`src/sv/upr_pkg.sv`:
```
// package for the pixel replication upscaler: widths, codes and shared types
// no dependencies; imported by every other file of the block
`timescale 1ns / 1ps

package upr_pkg;

  localparam int UPR_MAX_WIDTH = 1024;
  localparam int UPR_MAX_SCALE = 100;

  localparam int PIX_W    = 24;
  localparam int BYTE_W   = 8;
  localparam int WIDTH_W  = 11;
  localparam int HEIGHT_W = 13;
  localparam int SCALE_W  = 7;
  localparam int ROW_W    = 12;
  localparam int PAD_W    = 2;
  localparam int STAT_W   = 2;
  localparam int ADDR_W   = 4;
  localparam int DATA_W   = 32;

  localparam logic [HEIGHT_W-1:0] HEIGHT_MAX = 13'd4096;

  // queue between front and back, power of two
  localparam int FIFO_DEPTH = 4;
  localparam int PTR_W      = $clog2(FIFO_DEPTH);
  localparam int CNT_W      = $clog2(FIFO_DEPTH + 1);

  localparam logic CMD_LOAD = 1'b0;
  localparam logic CMD_EMIT = 1'b1;

  localparam logic [STAT_W-1:0] ST_PIXEL     = 2'd0;
  localparam logic [STAT_W-1:0] ST_LOAD_OK   = 2'd1;
  localparam logic [STAT_W-1:0] ST_LOAD_FULL = 2'd2;
  localparam logic [STAT_W-1:0] ST_NOT_READY = 2'd3;

  localparam logic [1:0] REG_IN_WIDTH  = 2'd0;
  localparam logic [1:0] REG_IN_HEIGHT = 2'd1;
  localparam logic [1:0] REG_SCALE     = 2'd2;

  typedef struct packed {
    logic [WIDTH_W-1:0]  in_width;
    logic [HEIGHT_W-1:0] in_height;
    logic [SCALE_W-1:0]  scale;
    logic [PAD_W-1:0]    pad;
  } upr_cfg_t;

  typedef struct packed {
    logic [STAT_W-1:0] status;
    logic [PIX_W-1:0]  pixel;
    logic [PAD_W-1:0]  pad;
    logic              row_end;
    logic              image_end;
  } upr_op_t;

endpackage

```
`src/sv/upr_fifo.sv`:
```
// short queue of classified requests between front and back
// depends on upr_pkg
`timescale 1ns / 1ps

module upr_fifo import upr_pkg::*; (
  input  logic             clk,
  input  logic             rst_n,
  input  logic             push,
  input  upr_op_t          push_op,
  input  logic             pop,
  output logic             head_valid,
  output upr_op_t          head_op,
  output logic [CNT_W-1:0] level
);

  upr_op_t          entry_r [FIFO_DEPTH];
  logic [PTR_W-1:0] wr_ptr_r, rd_ptr_r;
  logic [CNT_W-1:0] count_r;

  always_ff @(posedge clk) begin
    if (!rst_n) begin
      wr_ptr_r <= '0;
      rd_ptr_r <= '0;
      count_r  <= '0;
    end else begin
      if (push) begin
        wr_ptr_r <= wr_ptr_r + PTR_W'(1);
      end
      if (pop) begin
        rd_ptr_r <= rd_ptr_r + PTR_W'(1);
      end
      if (push && !pop) begin
        count_r <= count_r + CNT_W'(1);
      end else if (pop && !push) begin
        count_r <= count_r - CNT_W'(1);
      end
    end
  end

  always_ff @(posedge clk) begin
    if (push) begin
      entry_r[wr_ptr_r] <= push_op;
    end
  end

  assign head_valid = count_r != '0;
  assign head_op    = entry_r[rd_ptr_r];
  assign level      = count_r;

  a_no_overflow: assert property (@(posedge clk) disable iff (!rst_n)
    push |-> count_r < CNT_W'(FIFO_DEPTH))
    else $error("queue overflow");

  a_no_underflow: assert property (@(posedge clk) disable iff (!rst_n)
    pop |-> count_r != '0)
    else $error("queue underflow");

endmodule

```
`config.mk`:
```
export PLATFORM = sky130hd
export DESIGN_NAME = upr_fifo
export DESIGN_NICKNAME = d
export VERILOG_FILES = /design/src/sv/upr_pkg.sv /design/src/sv/upr_fifo.sv
export SDC_FILE = /design/constraint.sdc
export NUM_CORES = 1
export LEC_CHECK = 0
export BUFFER_PORTS_ARGS = -buffer_cell sky130_fd_sc_hd__buf_2
export CAP_MARGIN = 30
export CORE_MARGIN = 4
export CORE_UTILIZATION = 25
export CTS_CLUSTER_DIAMETER = 150
export DETAILED_ROUTE_END_ITERATION = 10
export GPL_ROUTABILITY_DRIVEN = 0
export HOLD_SLACK_MARGIN = 0.15
export PLACE_DENSITY = 0.38
export SYNTH_ARGS = -nofsm -noshare
export SYNTH_HDL_FRONTEND = slang
export SYNTH_SLANG_ARGS = --single-unit
```
`constraint.sdc`:
```
create_clock -name clk -period 2.45 [get_ports clk]
set_clock_uncertainty 0.15 [all_clocks]
set_input_delay 0.1225 -clock clk [delete_from_list [all_inputs] [get_ports clk]]
set_output_delay 0.1225 -clock clk [all_outputs]
set_load 0.005 [all_outputs]
```
==> impl_metrics.ini, run 1 <==
[floorplan]
die_area_um2 = 21340
io_pins = 68
die_h_um = 146.1
rows = 50
die_w_um = 146.1
start_util_pct = 25.48
core_area_um2 = 18710

[clock_tree]
clock_sinks = 129
cts_buffer_depth = 2
cts_root_buf = clkbuf_16
cts_tree = built
numCtsBuffers = 17
clk_pin_slew_ps = 60
cts_max_level = 4
insertion_delay_ps = 410

[timing]
period_needed_ps = 2369
min_period_over_period_pct = 96.70
final-max-slew-violation-count = 0
setup_slack_ps = 80.77
slew_headroom_pct = 68.00
tightestPinTransition_ps = 479.9
hold_ws_ps = 313.2
setup_viol_count_final = 0
timing.fmax_mhz = 422.1
rsz0062_at_grt = false
hold_viol = 0
tns_ps = 0

[setup_path]
crit_arrival_ps = 2570
cp.required_ps = 2650
end_kind = flip-flop
r2r_end = level[2]
r2r_slack_ps = 270
rr_worst_depth = 5
worst-path-max-fanout = 7
worstSetupPathType = in2reg
cp-start-kind = input port
reg2reg_from = level[0]

[synth]
yosysSeqAreaShare_pct = 79.37
synth-seq-cells = 129
synth_nets = 238
yosys_warnings = 0
yosysTopAreaCell = edfxtp_1
syn_inst = 198
avgSynthCellArea_um2 = 24.08
synth_area_um2 = 4767
synth.top_cell.area_share_pct = 75.59
yosys-top-cells-area = edfxtp_1 76%, mux4_2 14%, dfxtp_1 3.8%, ha_1 1.3%, and2_1 1.2%
synth.distinct_cells = 17

[hold_path]
hold_start = push_op[29]
hold_depth = 2
holdPathEnd = entry_r[2][29]
hp-class = in2reg

[detailed_routing]
route.detailed.drc = 0
initialDrtViolationCount = 61
dr_total_vias = 2327
dr.pass1.iters = 4
wl_per_cell_um = 17.10
ant_nets = 0
vias_per_cell = 4.097
totalWireLength_um = 9710

[finish]
multiInputGateArea_um2 = 940.9
fin_cells = 568
fin_nets = 361
final_area_um2 = 6375
nFillCells = 1768
drive_above_1_share_pct = 42.81
ff_latch_area_um2 = 3786
diodes = 0
syn2layout_area_growth_pct = 33.73
fin_util_pct = 34.08

[place]
post-place-ws_ps = 671.9
dp_hpwl_um = 6152
place_inst = 502
numPortBuffers = 67
dpl-instance-area_um2 = 5472

[global_routing]
use_met1_pct = 11.97
grt_pass1_wl_um = 15190
top_usage_layer = met2
grt_usage_pct = 9.702
grtUsageMet2_pct = 15.52
grt_pass1_vias = 2594
grt_overflow_total = 0
antenna_found_initial = 0
grt_max_degree = 20
grt_use_met3_pct = 3.942

[job]
maxCapViolations = 0

[pwr]
max-vdd-ir-drop_v = 0.0004553
p_per_area_nw_per_um2 = 846.2
p_leak_nw = 2.208
power_mw = 5.394

[status]
status = finished clean
## state kept, by name, indices dropped and copies added, names as in the netlist, named ones only
| name | flops |
|---|---|
| wr_ptr_r | 2 |
| level | 3 |
| rd_ptr_r | 2 |
| entry_r | 120 |
## where the power goes
part / internal [mW] / leakage (nW) / switching, mW
Sequential: 2.53 / 1.18 / 0.0422
Clock: 1.38 / 0.263 / 0.913
Combinational: 0.286 / 0.767 / 0.243
Total: 4.20 / 2.21 / 1.20
## area by class of cell
cell class | count | share of cell area (%)
inverter | 4 | 0.2355
clock inverter | 15 | 1.865
clock buffer | 17 | 6.673
timing repair buffer | 110 | 12.48
multi-input combinational | 59 | 14.76
sequential | 129 | 59.39
tap | 234 | 4.593
## critical path, stage by stage
cell and delay (ps):
dlygate4sd3_1 530, clkbuf_4 190, ha_4 150, inv_1 40
fa_1 370, xor2_1 180, or3_1 330, a21boi_2 120
dlygate4sd3_1 540
## worst max path at each step
| stage | start | endpoint | slack, ps | cells past startpoint |
|---|---|---|---|---|
| after floorplan | wr_ptr_r[0] | entry_r[2][0] | 630 | 3 |
| after global placement | push | level[2] | 700 | 7 |
| after detailed placement | push | level[2] | 670 | 7 |
| after CTS | push | level[2] | 30 | 9 |
| after global routing | pop | level[2] | 3 | 10 |
| final | push | level[2] | 80 | 9 |
## logic make-up after synthesis
logic type / count (synthesis) / synth area share, %
DFF: 129 / 79.37
muxes: 32 / 14.59
and+or+nand+nor: 14 / 1.785
buffers and inverters: 10 / 1.338
adders and majority gates: 6 / 1.732
xor gates and xnor gates: 5 / 0.9188
AOI/OAI and AO/OA: 2 / 0.2624
## cells in the mapped netlist
cell type and number:
and2_1 9, or3_1 2, dfxtp_1 9, a21boi_0 1
ha_1 5, nand2_1 1, o21ai_0 1, buf_2 3
mux2i_1 2, edfxtp_1 120, buf_6 3, xor2_1 3
inv_1 4, mux4_2 30, nor2b_1 2, fa_1 1
xnor2_1 2
## timing repair
action,in CTS,in global routing
setup buffers,0,0
endpoints found under the hold margin,129,0
gates resized for setup,0,6
setup endpoints to repair,0,1
hold buffers,34,0
## cells in the final DEF, fill, tap and decap left out, drive strengths merged
cell type	Yosys	routed
xor2	3	3
bufinv	0	1
buf	6	75
xnor2	2	2
clkinv	0	10
fa	1	1
o21ai	1	1
and2	9	9
a21boi	1	1
inv	4	6
mux2i	2	2
dfxtp	9	9
clkbuf	0	18
edfxtp	120	120
nor2b	2	2
or3	2	2
dlygate4sd3	0	34
ha	5	5
mux4	30	30
clkinvlp	0	2
nand2	1	1
## per-layer routing
layer  wire [µm]  up-vias
met2        4748       52
met1        4383     1201
met5           0        -
met4          95        0
met3         483        6
li1            -     1068
No activity file was read; power rests on OpenSTA's default activity.
==> run 2, diff against run 1 <==
--- a/config.mk
+++ b/config.mk
@@ -13,6 +13,7 @@
 export DETAILED_ROUTE_END_ITERATION = 10
 export GPL_ROUTABILITY_DRIVEN = 0
+export GPL_TIMING_DRIVEN = 0
 export HOLD_SLACK_MARGIN = 0.15
-export PLACE_DENSITY = 0.38
+export PLACE_DENSITY = 0.5
 export SYNTH_ARGS = -nofsm -noshare
 export SYNTH_HDL_FRONTEND = slang
==> constraint.sdc (replaced) <==
create_clock -name clk -period 2.45 [get_ports clk]
set_clock_uncertainty 0.15 [all_clocks]
set_input_delay 0.3675 -clock clk [delete_from_list [all_inputs] [get_ports clk]]
set_output_delay 0.3675 -clock clk [all_outputs]
set_load 0.005 [all_outputs]
==> run 2 against run 1 <==
Net effect:
- flip-flop and latch count stayed put
- power is 7.2% higher
- combinational power hardly changed
==> impl_metrics.ini, run 2 (same netlist as run 1, synthesis figures left out) <==
[status]
status = finished clean

[pwr]
p_leak_nw = 2.251
power_frac_seq_pct = 44.3
p_clk_share_pct = 46.6
comb_power_share_pct = 9.1
p_sw_mw = 1.174
switching_share_pct = 20.31
max-vdd-ir-drop_v = 0.0006095
p_int_mw = 4.608
power_mw = 5.783
p_per_area_nw_per_um2 = 895.0

[clock_tree]
cts_root_buf = clkbuf_16
post_cts_buffers = 0
cts_max_level = 4
clk_pin_slew_ps = 50
cts_buffer_depth = 2
clock_sinks = 129
insertion_delay_ps = 410
cts_tree = built
numCtsBuffers = 17

[detailed_routing]
ant_nets = 0
initialDrtViolationCount = 76
totalWireLength_um = 9378
dr_total_vias = 2296
wl_per_cell_um = 16.57
route.detailed.drc = 0
dr.pass1.iters = 4
vias_per_cell = 4.057

[finish]
layout_common_cells = 120 x edfxtp_1, 70 x buf_2, 31 x dlygate4sd3_1
fin_cells = 566
final_area_um2 = 6461
syn2layout_area_growth_pct = 35.54
diodes = 0
regMostFlops = entry_r
fin_nets = 359
mostFrequentLayoutCell = edfxtp_1
drive_above_1_share_pct = 42.17
largest_reg_flops = 120
nFillCells = 1795

[global_routing]
antenna_found_initial = 0
grt_usage_pct = 9.517
grt_overflow_total = 0
grt_pass1_vias = 2640
grt_max_degree = 18
grt_pass1_wl_um = 14960

[timing]
timing.fmax_mhz = 444.7
period_needed_ps = 2249
tightestPinTransition_ps = 526.1
min_period_over_period_pct = 91.79
slew_headroom_pct = 64.93
setup_viol_count_final = 0
hold_viol = 0
hold_ws_ps = 201.7
final-max-slew-violation-count = 0
rsz0062_at_grt = false

[setup_path]
worst-path-max-fanout = 10
cp-start-kind = flip-flop
worstSetupPathType = reg2out
end_kind = output port
cp.required_ps = 1930
crit_arrival_ps = 1730

[job]
maxCapViolations = 0

[floorplan]
die_area_um2 = 21340
core_area_um2 = 18710
die_h_um = 146.1
rows = 50
start_util_pct = 25.48
die_w_um = 146.1
io_pins = 68

[place]
numPortBuffers = 67
dpl-instance-area_um2 = 5510
dp_hpwl_um = 6009
place_inst = 503

[hold_path]
hp-class = in2reg
==> run 2: cell types whose count changed in the layout (fill, tap and decap cells not counted), moves of 2 or more <==
cell           before  now
buf_12              4    0
buf_16              0    4
buf_2              66   70
buf_4               5    0
buf_6               0    3
bufinv_16           1    5
clkinv_2            3    1
dfxtp_1             7    9
dfxtp_2             2    0
dlygate4sd3_1      34   31
==> run 2: worst paths after layout <==
kind,startpoint,to,slack (ps),cells after the start
worst max-delay path,flip-flop,head_op[24],200,3
worst min-delay path,push,wr_ptr_r[1],200,3
worst min register to register,level[2],level[2],350,2
worst max register to register,wr_ptr_r[0],entry_r[1][21],730,3
==> run 2: timing repair <==
action                                 4_1_cts  5_1_grt
endpoints found under the hold margin      129        0
hold buffers                                31        0
resized for setup                            0        0
==> run 2: cell type report <==
| cell class | count | area (µm²) | share of cell area (%) |
|---|---|---|---|
| multi-input cells | 59 | 924.6 | 14.31 |
| inverters | 4 | 15.01 | 0.2324 |
| clock inverters | 15 | 215.2 | 3.331 |
| plain buffers | 6 | 48.80 | 0.7552 |
| clock buffers | 17 | 425.4 | 6.584 |
| flip-flops and latches | 129 | 3784 | 58.56 |
| repair buffers | 102 | 755.7 | 11.70 |
| well taps | 234 | 292.8 | 4.531 |
==> run 2: power groups by stage <==
| stage | Sequential (mW) | Combinational (mW) | Clock [mW] |
|---|---|---|---|
| floorplan | 2.60 | 0.267 | 0 |
| global placement | 2.61 | 0.476 | 0 |
| detailed placement | 2.61 | 0.511 | 0 |
| CTS | 2.56 | 0.553 | 2.76 |
| global route | 2.57 | 0.588 | 2.88 |
| finish | 2.56 | 0.527 | 2.69 |
==> run 2: critical path, cell delays in order (launching register included) <==
cell     delay, ps
dfxtp_1        410
buf_6          220
mux4_2         540
buf_2          150
==> run 2: stage by stage <==
step	util (%)	setup TNS [ps]	worst slack, ps
floorplan	-	0	625.0
global placement	28.84	-12770	-123.5
detailed placement	29.46	0	430.3
CTS	34.54	0	139.0
global route	34.54	0	91.14
finish	34.54	0	201.1
==> run 2: routing by layer <==
| metal | wire [µm] | vias up | global-route usage (%) |
|---|---|---|---|
| li1 | - | 1064 | - |
| met1 | 4029 | 1170 | 10.97 |
| met2 | 4833 | 50 | 16.05 |
| met3 | 401 | 12 | 4.097 |
| met4 | 114 | 0 | 3.104 |
| met5 | 0 | - | 0 |
