File: src/sv/upr_pkg.sv
// package for the pixel replication upscaler: widths, codes and shared types
// no dependencies; imported by every other file of the block
`timescale 1ns / 1ps

package upr_pkg;

  localparam int UPR_MAX_WIDTH = 1024;
  localparam int UPR_MAX_SCALE = 100;

  localparam int PIX_W    = 24;
  localparam int BYTE_W   = 8;
  localparam int WIDTH_W  = 11;
  localparam int HEIGHT_W = 13;
  localparam int SCALE_W  = 7;
  localparam int ROW_W    = 12;
  localparam int PAD_W    = 2;
  localparam int STAT_W   = 2;
  localparam int ADDR_W   = 4;
  localparam int DATA_W   = 32;

  localparam logic [HEIGHT_W-1:0] HEIGHT_MAX = 13'd4096;

  // queue between front and back, power of two
  localparam int FIFO_DEPTH = 4;
  localparam int PTR_W      = $clog2(FIFO_DEPTH);
  localparam int CNT_W      = $clog2(FIFO_DEPTH + 1);

  localparam logic CMD_LOAD = 1'b0;
  localparam logic CMD_EMIT = 1'b1;

  localparam logic [STAT_W-1:0] ST_PIXEL     = 2'd0;
  localparam logic [STAT_W-1:0] ST_LOAD_OK   = 2'd1;
  localparam logic [STAT_W-1:0] ST_LOAD_FULL = 2'd2;
  localparam logic [STAT_W-1:0] ST_NOT_READY = 2'd3;

  localparam logic [1:0] REG_IN_WIDTH  = 2'd0;
  localparam logic [1:0] REG_IN_HEIGHT = 2'd1;
  localparam logic [1:0] REG_SCALE     = 2'd2;

  typedef struct packed {
    logic [WIDTH_W-1:0]  in_width;
    logic [HEIGHT_W-1:0] in_height;
    logic [SCALE_W-1:0]  scale;
    logic [PAD_W-1:0]    pad;
  } upr_cfg_t;

  typedef struct packed {
    logic [STAT_W-1:0] status;
    logic [PIX_W-1:0]  pixel;
    logic [PAD_W-1:0]  pad;
    logic              row_end;
    logic              image_end;
  } upr_op_t;

endpackage

File: src/sv/upr_out_if.sv
// result channel out of the upscaler: status, pixel bytes and row markers
// depends on upr_pkg
`timescale 1ns / 1ps

interface upr_out_if import upr_pkg::*; ();
  logic              valid;
  logic              ready;
  logic [STAT_W-1:0] status;
  logic [BYTE_W-1:0] blue_out;
  logic [BYTE_W-1:0] green_out;
  logic [BYTE_W-1:0] red_out;
  logic [PAD_W-1:0]  pad_after;
  logic              row_end;
  logic              image_end;

  modport source (output valid, status, blue_out, green_out, red_out, pad_after,
                  row_end, image_end, input ready);
  modport sink   (input valid, status, blue_out, green_out, red_out, pad_after,
                  row_end, image_end, output ready);
endinterface

File: src/sv/upr_back.sv
// back end: takes classified requests off the queue and drives the result register
// depends on upr_pkg and upr_out_if
`timescale 1ns / 1ps

module upr_back import upr_pkg::*; (
  input  logic     clk,
  input  logic     rst_n,
  input  logic     head_valid,
  input  upr_op_t  head_op,
  output logic     pop,
  upr_out_if.source out_ch
);

  logic              out_valid_r;
  logic [STAT_W-1:0] status_r;
  logic [PIX_W-1:0]  pixel_r;
  logic [PAD_W-1:0]  pad_r;
  logic              row_end_r, image_end_r;

  assign pop = head_valid && (!out_valid_r || out_ch.ready);

  always_ff @(posedge clk) begin
    if (!rst_n) begin
      out_valid_r <= 1'b0;
    end else if (!out_valid_r || out_ch.ready) begin
      out_valid_r <= head_valid;
    end
  end

  always_ff @(posedge clk) begin
    if (pop) begin
      status_r    <= head_op.status;
      // pixel bytes only go out with a pixel result
      pixel_r     <= (head_op.status == ST_PIXEL) ? head_op.pixel : '0;
      pad_r       <= head_op.pad;
      row_end_r   <= head_op.row_end;
      image_end_r <= head_op.image_end;
    end
  end

  assign out_ch.valid     = out_valid_r;
  assign out_ch.status    = status_r;
  assign out_ch.blue_out  = pixel_r[BYTE_W-1:0];
  assign out_ch.green_out = pixel_r[2*BYTE_W-1:BYTE_W];
  assign out_ch.red_out   = pixel_r[3*BYTE_W-1:2*BYTE_W];
  assign out_ch.pad_after = pad_r;
  assign out_ch.row_end   = row_end_r;
  assign out_ch.image_end = image_end_r;

endmodule

File: src/flat_wrapper.sv
// flat-port wrapper written by rule: the top's interface ports become plain ports
module upr_back_flat import upr_pkg::*;
  (clk, rst_n, head_valid, head_op, pop, out_ch_valid, out_ch_status, out_ch_blue_out, out_ch_green_out, out_ch_red_out, out_ch_pad_after, out_ch_row_end, out_ch_image_end, out_ch_ready);
  upr_out_if out_ch_i ();
  input  logic clk;
  input  logic rst_n;
  input  logic head_valid;
  input  upr_op_t head_op;
  output logic pop;
  output wire logic [$bits(out_ch_i.valid)-1:0] out_ch_valid;
  output wire logic [$bits(out_ch_i.status)-1:0] out_ch_status;
  output wire logic [$bits(out_ch_i.blue_out)-1:0] out_ch_blue_out;
  output wire logic [$bits(out_ch_i.green_out)-1:0] out_ch_green_out;
  output wire logic [$bits(out_ch_i.red_out)-1:0] out_ch_red_out;
  output wire logic [$bits(out_ch_i.pad_after)-1:0] out_ch_pad_after;
  output wire logic [$bits(out_ch_i.row_end)-1:0] out_ch_row_end;
  output wire logic [$bits(out_ch_i.image_end)-1:0] out_ch_image_end;
  input wire logic [$bits(out_ch_i.ready)-1:0] out_ch_ready;
  assign out_ch_valid = out_ch_i.valid;
  assign out_ch_status = out_ch_i.status;
  assign out_ch_blue_out = out_ch_i.blue_out;
  assign out_ch_green_out = out_ch_i.green_out;
  assign out_ch_red_out = out_ch_i.red_out;
  assign out_ch_pad_after = out_ch_i.pad_after;
  assign out_ch_row_end = out_ch_i.row_end;
  assign out_ch_image_end = out_ch_i.image_end;
  assign out_ch_i.ready = out_ch_ready;
  upr_back u_core (.clk(clk), .rst_n(rst_n), .head_valid(head_valid), .head_op(head_op), .pop(pop), .out_ch(out_ch_i));
endmodule
File: config.mk
export PLATFORM = sky130hd
export DESIGN_NAME = upr_back_flat
export DESIGN_NICKNAME = d
export VERILOG_FILES = /design/src/sv/upr_pkg.sv /design/src/sv/upr_out_if.sv /design/src/sv/upr_back.sv /design/src/flat_wrapper.sv
export SDC_FILE = /design/constraint.sdc
export NUM_CORES = 1
export LEC_CHECK = 0
export BUFFER_PORTS_ARGS = -buffer_cell sky130_fd_sc_hd__clkbuf_2
export CAP_MARGIN = 20
export CORE_ASPECT_RATIO = 1.5
export CORE_UTILIZATION = 39
export CTS_CLUSTER_DIAMETER = 30
export DETAILED_ROUTE_END_ITERATION = 10
export PLACE_DENSITY = 0.73
export SYNTH_ARGS = -nofsm -noshare
export SYNTH_HDL_FRONTEND = slang
export SYNTH_SLANG_ARGS = --single-unit
export TNS_END_PERCENT = 5
File: constraint.sdc
create_clock -name clk -period 2.5 [get_ports clk]
set_clock_uncertainty 0.1 [all_clocks]
set_input_delay 0.375 -clock clk [delete_from_list [all_inputs] [get_ports clk]]
set_output_delay 0.375 -clock clk [all_outputs]
set_load 0.02 [all_outputs]
==> results by group, run 1 <==
Worst hold path
  • Cell count of the worst hold path: 1
  • Worst hold endpoint: u_core.out_ch.pad_after[0]
  • Worst Hold Launch: head_op[2]
  • Type of the worst min-delay path: input port to register

CTS
  • Worst-Skew Late Latency: 270 ps
  • Hold buffer count at CTS: 0
  • Maximum count of clock buffers along a single path: 2
  • Clock-pin slew on the worst setup and hold paths: approximately 60 ps
  • Number of post-CTS setup repair buffers: 0
  • TritonCTS Buffers: 5
  • Root buffer cell: clkbuf_8
  • Clk sink count: 31
  • CTS resizes: 0
  • Clock tree from TritonCTS: built
  • H-tree lvl count: 2

Place
  • RePlAce Congestion: around 0.67
  • PortBufs: 65
  • Post-DP Area: approximately 0.0015 mm²
  • HPWL after detailed placement: 1690 µm

Yosys
  • Post-synthesis sequential area ratio: between 80% and 90%
  • Synthesized flop and latch total: 31
  • Cell area after technology mapping: 0.00112 mm²
  • Compound-gate portion of the synthesized area: less than 1%
  • Yosys cell types: 7
  • Dominant combinational cell family by area after synthesis: simple AND/OR/NAND/NOR gates
  • Per-instance average area after synthesis: 18.4 µm²
  • Number of nets in the synthesized netlist: 95
  • Count of synthesis-stage warnings from yosys: 0
  • Share of synthesized cell area in full adder, half adder and majority cells: 0%
  • Number of instances in the synthesized netlist: 61
  • Post-synthesis mux area share: 0%
  • Synthesized-area fraction occupied by and/or/nand/nor cells: between 15 and 20%
  • Synth Area in XOR/XNOR: 0%

Timing
  • Slew HR: 68.5%
  • Unrepaired setup endpoints after global routing: false
  • Number of setup violations in the final report: 0
  • Number of max-slew violations in the final report: 0
  • Highest clock rate: 0.538 GHz
  • Post-layout min period: 1860 ps
  • Measured slew at the worst slew-check pin: 471 ps
  • Hold violation total from the final report: 0
  • Share of the clock period used by the worst path after layout: 74.4%
  • Sum of negative setup slack: 0 ps

Critical path
  • Critical Path Sink Type: primary output
  • Combined buffer and inverter count along the critical path: 1
  • CP required: 2030 ps
  • Destination of the worst register-to-register timing path: u_core.out_ch.image_end
  • Startpoint of the lowest-slack register-to-register path: u_core.out_ch.valid
  • Worst Setup Path Type: register to primary output
  • Category of cells accounting for the largest share of critical-path delay: simple AND/OR/NAND/NOR gates
  • Biggest cell delay along the critical path: 400 ps
  • Critical-path top delay cell: nor2b_2
  • Crit. Startpoint: u_core.out_ch.valid
  • Reg2reg path depth: 3
  • Data arrival time of the critical path: approximately 1400 ps
  • Highest fanout seen on the critical path: 9
  • Crit path launch type: register
  • Critical path cell sequence: nor2b_1 -> nor2b_2 -> clkbuf_2
  • Register-to-register setup slack: 900 ps
  • Number of cells on the critical path: 3

Global route
  • Global-route wire length before repair: 3020 µm
  • Met3 demand-to-capacity share in global routing: 5.08%
  • Via count of the first global-routing pass: 693
  • GR Layer Usage met2: 26.4%
  • Most utilized layer in the global route result: met2
  • Maximum number of pins on one net before global-route repair: 25
  • Met1 Track Usage GR: 13.2%
  • All-Layer GR Usage: 14.8%
  • Final global-route overflow total: 0
  • Antenna violations before repair: 0

Route
  • Avg WL per Cell: 12.6 µm
  • Vias post-DR: 727
  • Number of DRC violations after detailed-routing iteration 0: 16
  • DRC violations left: 0
  • Number of detailed-route iterations in the first pass: 4
  • Detail Route Antenna Nets: 0
  • Via-to-Cell Ratio: approximately 4.3
  • Final Routed Wirelength: 2150 µm

Power
  • Cell leakage power: 0.723 nW
  • Pwr dens: 755 mW/mm²
  • Worst voltage drop across the vdd grid: 0.000663 V

Floorplanning
  • Die W: 45.9 µm
  • Row Count: 23
  • Placeable core area: 0.00271 mm²
  • Die Ht: 67.8 µm
  • Starting utilization of the core area: 41.6%
  • Area of the die: 0.00311 mm²
  • Number of top-level pins: 66

Final layout
  • Net total in the final layout: 167
  • Layout area overhead: 42.2%
  • Fill cell count: 250
  • Final design area excluding fillers: ~0.0016 mm²
  • # diodes: 0
  • Ratio of cells with drive above 1 in the final layout: 56.7%

Status
  • Outcome: finished clean

Flow run
  • Max-cap viol count: 0
==> cell usage in the layout, fill, tap and decap left out, types with 2 or more instances in the layout <==
master    netlist  final
clkbuf_2        0     65
edfxtp_1       30     30
and2_1         24     24
clkbuf_8        0      5
buf_4           0      2
==> where the power goes <==
group,total (mW),switching [mW],internal (mW),leakage (nW)
clock network,0.462,0.171,0.291,0.0556
logic,0.130,0.0801,0.0504,0.361
registers,0.615,0.00851,0.606,0.306
==> Yosys cell counts, drive strengths merged <==
cell | number | area share [%]
edfxtp | 30 | 80
nor2b | 2 | 1.1
buf | 2 | 2.0
nor2 | 1 | 1.0
o21a | 1 | 0.67
and2 | 24 | 13
dfxtp | 1 | 1.8
==> sequential cells by signal, summed over array words and instances, names as in the netlist <==
register and cells:
u_core.out_ch.valid 1, u_core.out_ch.image_end 1, u_core.pixel_r 24, u_core.out_ch.status 2, u_core.out_ch.row_end 1, u_core.out_ch.pad_after 2
==> how the worst max path moves through the flow <==
stage | to | slack (ps)
6_report | pop | 640
5_1_grt | pop | 550
4_1_cts | pop | 630
3_5_place_dp | u_core.pixel_r[8] | 840
3_3_place_gp | u_core.pixel_r[0] | 890
2_1_floorplan | u_core.out_ch.image_end | 510
==> cells by family after synthesis <==
logic type	Yosys count
buf+inv	2
simple gates	27
compound gates	1
flops	31
==> metal layers <==
| metal | share of wire [%] | vias up |
|---|---|---|
| li1 | - | 360 |
| met1 | 34 | 334 |
| met2 | 59 | 29 |
| met3 | 5.2 | 4 |
| met4 | 2.3 | 0 |
| met5 | 0 | - |
==> final cells by class <==
type	instances	area [µm²]	area share, %
clock buffer	5	68.8	4.30
clock inverter	3	38.8	2.43
multi-input combinational	28	184	11.5
sequential	31	921	57.6
tap	37	46.3	2.90
timing repair buffer	67	340	21.3
==> metrics by stage <==
| step | utilization [%] | instances | setup WS [ps] | total power, mW | hold WS (ps) |
|---|---|---|---|---|---|
| after floorplan | - | 61 | 506 | 0.697 | 374 |
| after global placement | 55.1 | 163 | 894 | 0.754 | 460 |
| after detailed placement | 55.1 | 163 | 841 | 0.759 | 460 |
| after CTS | 59.1 | 171 | 626 | 1.22 | 179 |
| after global routing | 59.1 | 171 | 548 | 1.25 | 171 |
| final | 59.1 | 171 | 641 | 1.21 | 186 |
Power figures use the tool's default switching activity.
==> run 2: changes to the inputs <==
--- a/config.mk
+++ b/config.mk
@@ -8,10 +8,10 @@
 export BUFFER_PORTS_ARGS = -buffer_cell sky130_fd_sc_hd__clkbuf_2
 export CAP_MARGIN = 20
 export CORE_ASPECT_RATIO = 1.5
-export CORE_UTILIZATION = 39
+export CORE_UTILIZATION = 38
 export CTS_CLUSTER_DIAMETER = 30
 export DETAILED_ROUTE_END_ITERATION = 10
-export PLACE_DENSITY = 0.73
+export PLACE_DENSITY = 0.74
 export SYNTH_ARGS = -nofsm -noshare
 export SYNTH_HDL_FRONTEND = slang
 export SYNTH_SLANG_ARGS = --single-unit
==> constraint.sdc (replaced) <==
create_clock -name clk -period 1.6 [get_ports clk]
set_clock_uncertainty 0.1 [all_clocks]
set_input_delay 0.24 -clock clk [delete_from_list [all_inputs] [get_ports clk]]
set_output_delay 0.24 -clock clk [all_outputs]
set_load 0.02 [all_outputs]
==> run 2 against run 1 <==
Via count is 1.8% lower. Final cell count stayed put. Register-to-register slack worse by 510 ps. Count of clock-buffer cells in the layout is 3 higher. Largest cell class unchanged. Utilization is 0.12 points lower. First-iteration DRC count is 50% lower. Highest routed layer unchanged. Flip-flop and latch count stayed put. Worst setup slack worse by 470 ps.
==> results by group, run 2 (same netlist as run 1, synthesis figures left out) <==
Critical path
  • Crit. Startpoint: u_core.out_ch.valid
  • Register-to-register setup slack: 390 ps (-510 ps)
  • Destination of the worst register-to-register timing path: u_core.pixel_r[14]
  • Data arrival time of the critical path: 1090 ps (-290 ps)
  • Reg2reg path depth: 3 (unchanged)
  • CP Capture Point: pop
  • Critical Path Sink Type: primary output
  • Highest fanout seen on the critical path: 3 (-6)
  • Crit path launch type: register
  • CP required: 1260 ps (-770 ps)
  • Worst Setup Path Type: register to primary output
  • Startpoint of the lowest-slack register-to-register path: u_core.out_ch.valid

Global route
  • Maximum number of pins on one net before global-route repair: 25 (unchanged)
  • Global-route wire length before repair: 2500 µm (-17%)
  • All-Layer GR Usage: 12.5% (-2.3 points)
  • Antenna violations before repair: 0 (unchanged)
  • Via count of the first global-routing pass: 651 (-6.1%)
  • Final global-route overflow total: 0 (unchanged)

Worst hold path
  • Type of the worst min-delay path: input port to register

CTS
  • Number of post-CTS setup repair buffers: 0 (unchanged)
  • Worst-Skew Late Latency: 270 ps (about the same)
  • TritonCTS Buffers: 5 (unchanged)
  • Clock-pin slew on the worst setup and hold paths: 60 ps (about the same)
  • Root buffer cell: clkbuf_8
  • Maximum count of clock buffers along a single path: 2 (unchanged)
  • Clock tree from TritonCTS: built
  • CTS resizes: 0 (unchanged)
  • Clk sink count: 31 (unchanged)
  • H-tree lvl count: 2 (unchanged)
  • Hold buffer count at CTS: 0 (unchanged)

Final layout
  • Register with the most flip-flops: u_core.pixel_r
  • Most common cell after layout, fill and taps aside: clkbuf_2
  • Ratio of cells with drive above 1 in the final layout: 58.2% (+1.5 points)
  • Highest-count cells in the layout ignoring fill and taps: 65 x clkbuf_2, 30 x edfxtp_1, 24 x and2_1
  • Flip-flop count of the largest register, all copies and words added: 24 (unchanged)
  • # diodes: 0 (unchanged)
  • Final standard cell count with taps included and fillers excluded: 171 (unchanged)
  • Layout area overhead: 43.4%
  • Net total in the final layout: 167 (unchanged)

Floorplanning
  • Die Ht: 68.6 µm (+1.3%)
  • Row Count: 23 (unchanged)
  • Starting utilization of the core area: 41.1% (-0.44 points)
  • Placeable core area: 0.00273 mm² (+1.1%)
  • Number of top-level pins: 66 (unchanged)
  • Area of the die: 0.00319 mm² (+2.5%)
  • Die W: 46.4 µm (+1.2%)

Timing
  • Hold violation total from the final report: 0 (unchanged)
  • Worst-case hold slack: 45.3 ps (-141 ps)
  • Measured slew at the worst slew-check pin: 390 ps (-81.1 ps)
  • Sum of negative setup slack: 0 ps (unchanged)
  • Unrepaired setup endpoints after global routing: false
  • Number of setup violations in the final report: 0 (unchanged)
  • Slew HR: 73.9% (+5.5 points)
  • Post-layout min period: between 1000 and 1500 ps
  • Share of the clock period used by the worst path after layout: 89.3%
  • Final Worst Setup Slack: 172 ps (-469 ps)
  • Highest clock rate: 0.700 GHz
  • Number of max-slew violations in the final report: 0 (unchanged)

Place
  • PortBufs: 65 (unchanged)
  • Placed insts: 163 (unchanged)
  • HPWL after detailed placement: 1500 µm (-11%)
  • DP Worst Slack: 399 ps (-442 ps)
  • RePlAce Congestion: 0.754 (+12%)

Route
  • DRC violations left: 0 (unchanged)
  • Avg WL per Cell: 11.2 µm (-11%)
  • Vias post-DR: 714 (-1.8%)
  • Final Routed Wirelength: 1910 µm (-11%)
  • Via-to-Cell Ratio: 4.18 (-1.8%)
  • Detail Route Antenna Nets: 0 (unchanged)
  • Number of detailed-route iterations in the first pass: 4 (unchanged)
  • Number of DRC violations after detailed-routing iteration 0: 8 (-8)

Status
  • Outcome: finished clean

Power
  • Cell leakage power: 0.728 nW (+0.76%)
  • Pwr dens: 1120 mW/mm² (+48%)
  • Worst voltage drop across the vdd grid: 0.000816 V (+23%)

Flow run
  • Max-cap viol count: 0 (unchanged)
[run 2: layer usage]
| metal | part of all wire (%) | global-route usage [%] | routed length, µm |
|---|---|---|---|
| met4 | 3.2 | 14.7 | 62 |
| met5 | 0 | 0 | 0 |
| met3 | 7.8 | 5.99 | 149 |
| met2 | 57 | 20.1 | 1090 |
| met1 | 32 | 9.39 | 615 |
[run 2: worst max-delay path: stages, from the launching register on]
cell and delay, ps:
dfxtp_2 310, nor2b_2 160, nor2b_4 150, clkbuf_2 190
[run 2: final cells by class]
cell class	instances	area, µm²
Multi-Input combinational cell	28	191
Tap cell	37	46.3
Sequential cell	31	922
Timing Repair Buffer	67	353
Fill cell	225	1120
Clock buffer	8	100
[run 2: power breakdown]
group          leakage, nW  total [mW]  switching [mW]  internal, mW
Sequential           0.306       0.960          0.0120         0.948
Combinational        0.371       0.208           0.124        0.0846
Clock               0.0515       0.632           0.241         0.391
[run 2: stage by stage]
stage	cell area (µm²)	total power [mW]	utilization, %
floorplan	1140	1.09	-
global placement	1510	1.18	55.3
detailed placement	1510	1.19	55.3
CTS	1610	1.82	59.0
global route	1610	1.87	59.0
finish	1610	1.80	59.0
[run 2: worst min path at each step]
stage	from	to	slack (ps)	cells after the start
after detailed placement	head_op[1]	u_core.out_ch.row_end	320	1
after global placement	head_op[3]	u_core.out_ch.pad_after[1]	320	1
after floorplan	head_op[0]	u_core.out_ch.image_end	240	0
after global routing	head_op[3]	u_core.out_ch.pad_after[1]	40	1
after CTS	head_op[1]	u_core.out_ch.row_end	40	1
final	head_op[1]	u_core.out_ch.row_end	50	1
==> run 3: changes to the inputs <==
--- a/config.mk
+++ b/config.mk
@@ -12,6 +12,7 @@
 export CTS_CLUSTER_DIAMETER = 30
 export DETAILED_ROUTE_END_ITERATION = 10
 export PLACE_DENSITY = 0.74
+export RECOVER_POWER = 100
 export SYNTH_ARGS = -nofsm -noshare
 export SYNTH_HDL_FRONTEND = slang
 export SYNTH_SLANG_ARGS = --single-unit
==> run 3 against run 2 <==
Sequential power is essentially flat. Worst setup slack got worse by 11 ps. Die area did not move. Final cell count unchanged. Sequential share of layout area increased by 2.5 points. Critical path type unchanged. Highest routed layer unchanged.
==> results by group, run 3 (same netlist as run 1, synthesis figures left out) <==
Place
  • PortBufs: 65 (unchanged)
  • RePlAce Congestion: 0.754 (unchanged)
  • HPWL after detailed placement: 1500 µm (unchanged)

Critical path
  • Worst Setup Path Type: register to primary output
  • Critical Path Sink Type: primary output
  • Crit path launch type: register
  • Critical path cell sequence: nor2b_1 -> nor2b_4 -> clkbuf_1
  • Category of cells accounting for the largest share of critical-path delay: flip-flops
  • Data arrival time of the critical path: 1100 ps (about the same)
  • Critical-path top delay cell: dfxtp_1
  • Combined buffer and inverter count along the critical path: 1 (unchanged)
  • Biggest cell delay along the critical path: 300 ps (about the same)
  • CP required: 1260 ps (about the same)
  • Highest fanout seen on the critical path: 3 (unchanged)

CTS
  • Number of post-CTS setup repair buffers: 0 (unchanged)
  • TritonCTS Buffers: 5 (unchanged)
  • H-tree lvl count: 2 (unchanged)
  • Clk sink count: 31 (unchanged)
  • Clock-pin slew on the worst setup and hold paths: 60 ps (about the same)
  • Worst-Skew Late Latency: 270 ps (about the same)
  • CTS resizes: 0 (unchanged)
  • Maximum count of clock buffers along a single path: 2 (unchanged)
  • Hold buffer count at CTS: 0 (unchanged)
  • Clock tree from TritonCTS: built
  • Root buffer cell: clkbuf_8

Global route
  • Maximum number of pins on one net before global-route repair: 25 (unchanged)
  • Global-route wire length before repair: 2500 µm (unchanged)
  • Via count of the first global-routing pass: 651 (unchanged)
  • Final global-route overflow total: 0 (unchanged)
  • All-Layer GR Usage: 12.5% (unchanged)
  • Antenna violations before repair: 0 (unchanged)

Final layout
  • Register with the most flip-flops: u_core.pixel_r
  • Fill cell count: 251 (+12%)
  • Most common cell after layout, fill and taps aside: clkbuf_1
  • Ratio of cells with drive above 1 in the final layout: 29.9% (-28 points)
  • Layout area overhead: 37.2%
  • Highest-count cells in the layout ignoring fill and taps: 36 x clkbuf_1, 31 x clkbuf_2, 30 x edfxtp_1
  • # diodes: 0 (unchanged)
  • Flip-flop count of the largest register, all copies and words added: 24 (unchanged)
  • Net total in the final layout: 167 (unchanged)

Timing
  • Measured slew at the worst slew-check pin: 1090 ps (+701 ps)
  • Post-layout min period: 1440 ps (+10.8 ps)
  • Slew HR: 27.0% (-47 points)
  • Share of the clock period used by the worst path after layout: 89.9% (+0.67 points)
  • Highest clock rate: 0.695 GHz (-0.75%)
  • Number of setup violations in the final report: 0 (unchanged)
  • Hold violation total from the final report: 0 (unchanged)
  • Unrepaired setup endpoints after global routing: false
  • Number of max-slew violations in the final report: 0 (unchanged)
  • Sum of negative setup slack: 0 ps (unchanged)

Route
  • Vias post-DR: 718 (+0.56%)
  • Final Routed Wirelength: 1950 µm (+1.7%)
  • DRC violations left: 0 (unchanged)
  • Via-to-Cell Ratio: 4.20 (+0.56%)
  • Detail Route Antenna Nets: 0 (unchanged)
  • Number of detailed-route iterations in the first pass: 4 (unchanged)
  • Avg WL per Cell: 11.4 µm (+1.7%)
  • Number of DRC violations after detailed-routing iteration 0: 8 (unchanged)

Status
  • Outcome: finished clean

Power
  • Pwr dens: 1150 mW/mm² (+3.1%)
  • Worst voltage drop across the vdd grid: 0.000815 V (-0.17%)
  • Post-layout total power: 1.78 mW (-1.3%)
  • Cell leakage power: 0.603 nW (-17%)

Floorplanning
  • Row Count: 23 (unchanged)
  • Area of the die: 0.00319 mm² (unchanged)
  • Die W: 46.4 µm (unchanged)
  • Starting utilization of the core area: 41.1% (unchanged)
  • Number of top-level pins: 66 (unchanged)
  • Placeable core area: 0.00273 mm² (unchanged)
  • Die Ht: 68.6 µm (unchanged)

Worst hold path
  • Type of the worst min-delay path: input port to register

Flow run
  • Max-cap viol count: 0 (unchanged)
-- run 3: cell types whose count changed in the layout (fill, tap and decap cells not counted), moves of 13 or more --
cell,delta
and2_1,-13
and2_0,+13
clkbuf_2,-34
clkbuf_1,+35
-- run 3: final timing paths --
| kind | from | end | slack (ps) | cells after the start |
|---|---|---|---|---|
| worst min-delay path | head_op[1] | u_core.out_ch.row_end | 50 | 1 |
| worst max-delay path | u_core.out_ch.valid | pop | 160 | 3 |
| worst min register to register | u_core.out_ch.valid | u_core.out_ch.valid | 570 | 2 |
| worst max register to register | u_core.out_ch.valid | u_core.pixel_r[13] | 260 | 3 |
-- run 3: where the power goes --
part	switching [mW]	internal (mW)	total [mW]
combinational	0.122	0.0630	0.185
clock	0.240	0.391	0.632
sequential	0.0117	0.948	0.960
total	0.374	1.40	1.78
-- run 3: final cells by class --
| class | count | area, µm² | share of cell area, % |
|---|---|---|---|
| well taps | 37 | 46.3 | 3.00 |
| flip-flops and latches | 31 | 921 | 59.7 |
| multi-input cells | 28 | 181 | 11.8 |
| repair buffers | 67 | 294 | 19.1 |
| clock buffers | 8 | 100 | 6.49 |
-- run 3: metal layers --
metal	track usage, %	share of wire [%]
met1	9.39	33
met2	20.1	56
met3	5.99	8.0
met4	14.7	3.1
met5	0	0
-- run 3: through the flow --
step / hold slack [ps] / utilization (%) / worst slack, ps / cells / area, µm²
after CTS: 35.4 / 59.0 / 154 / 171 / 1610
after floorplan: 239 / - / 24.7 / 61 / 1140
after detailed placement: 321 / 55.3 / 399 / 163 / 1510
after global placement: 324 / 55.3 / 411 / 163 / 1510
after global routing: 38.6 / 56.4 / 62.1 / 171 / 1540
final: 45.0 / 56.4 / 161 / 171 / 1540
-- run 3: worst reg2reg max path, stage by stage, from the launching register on --
cell and delay (ps):
dfxtp_1 300, nor2b_1 160, nor2b_4 130, clkbuf_4 330
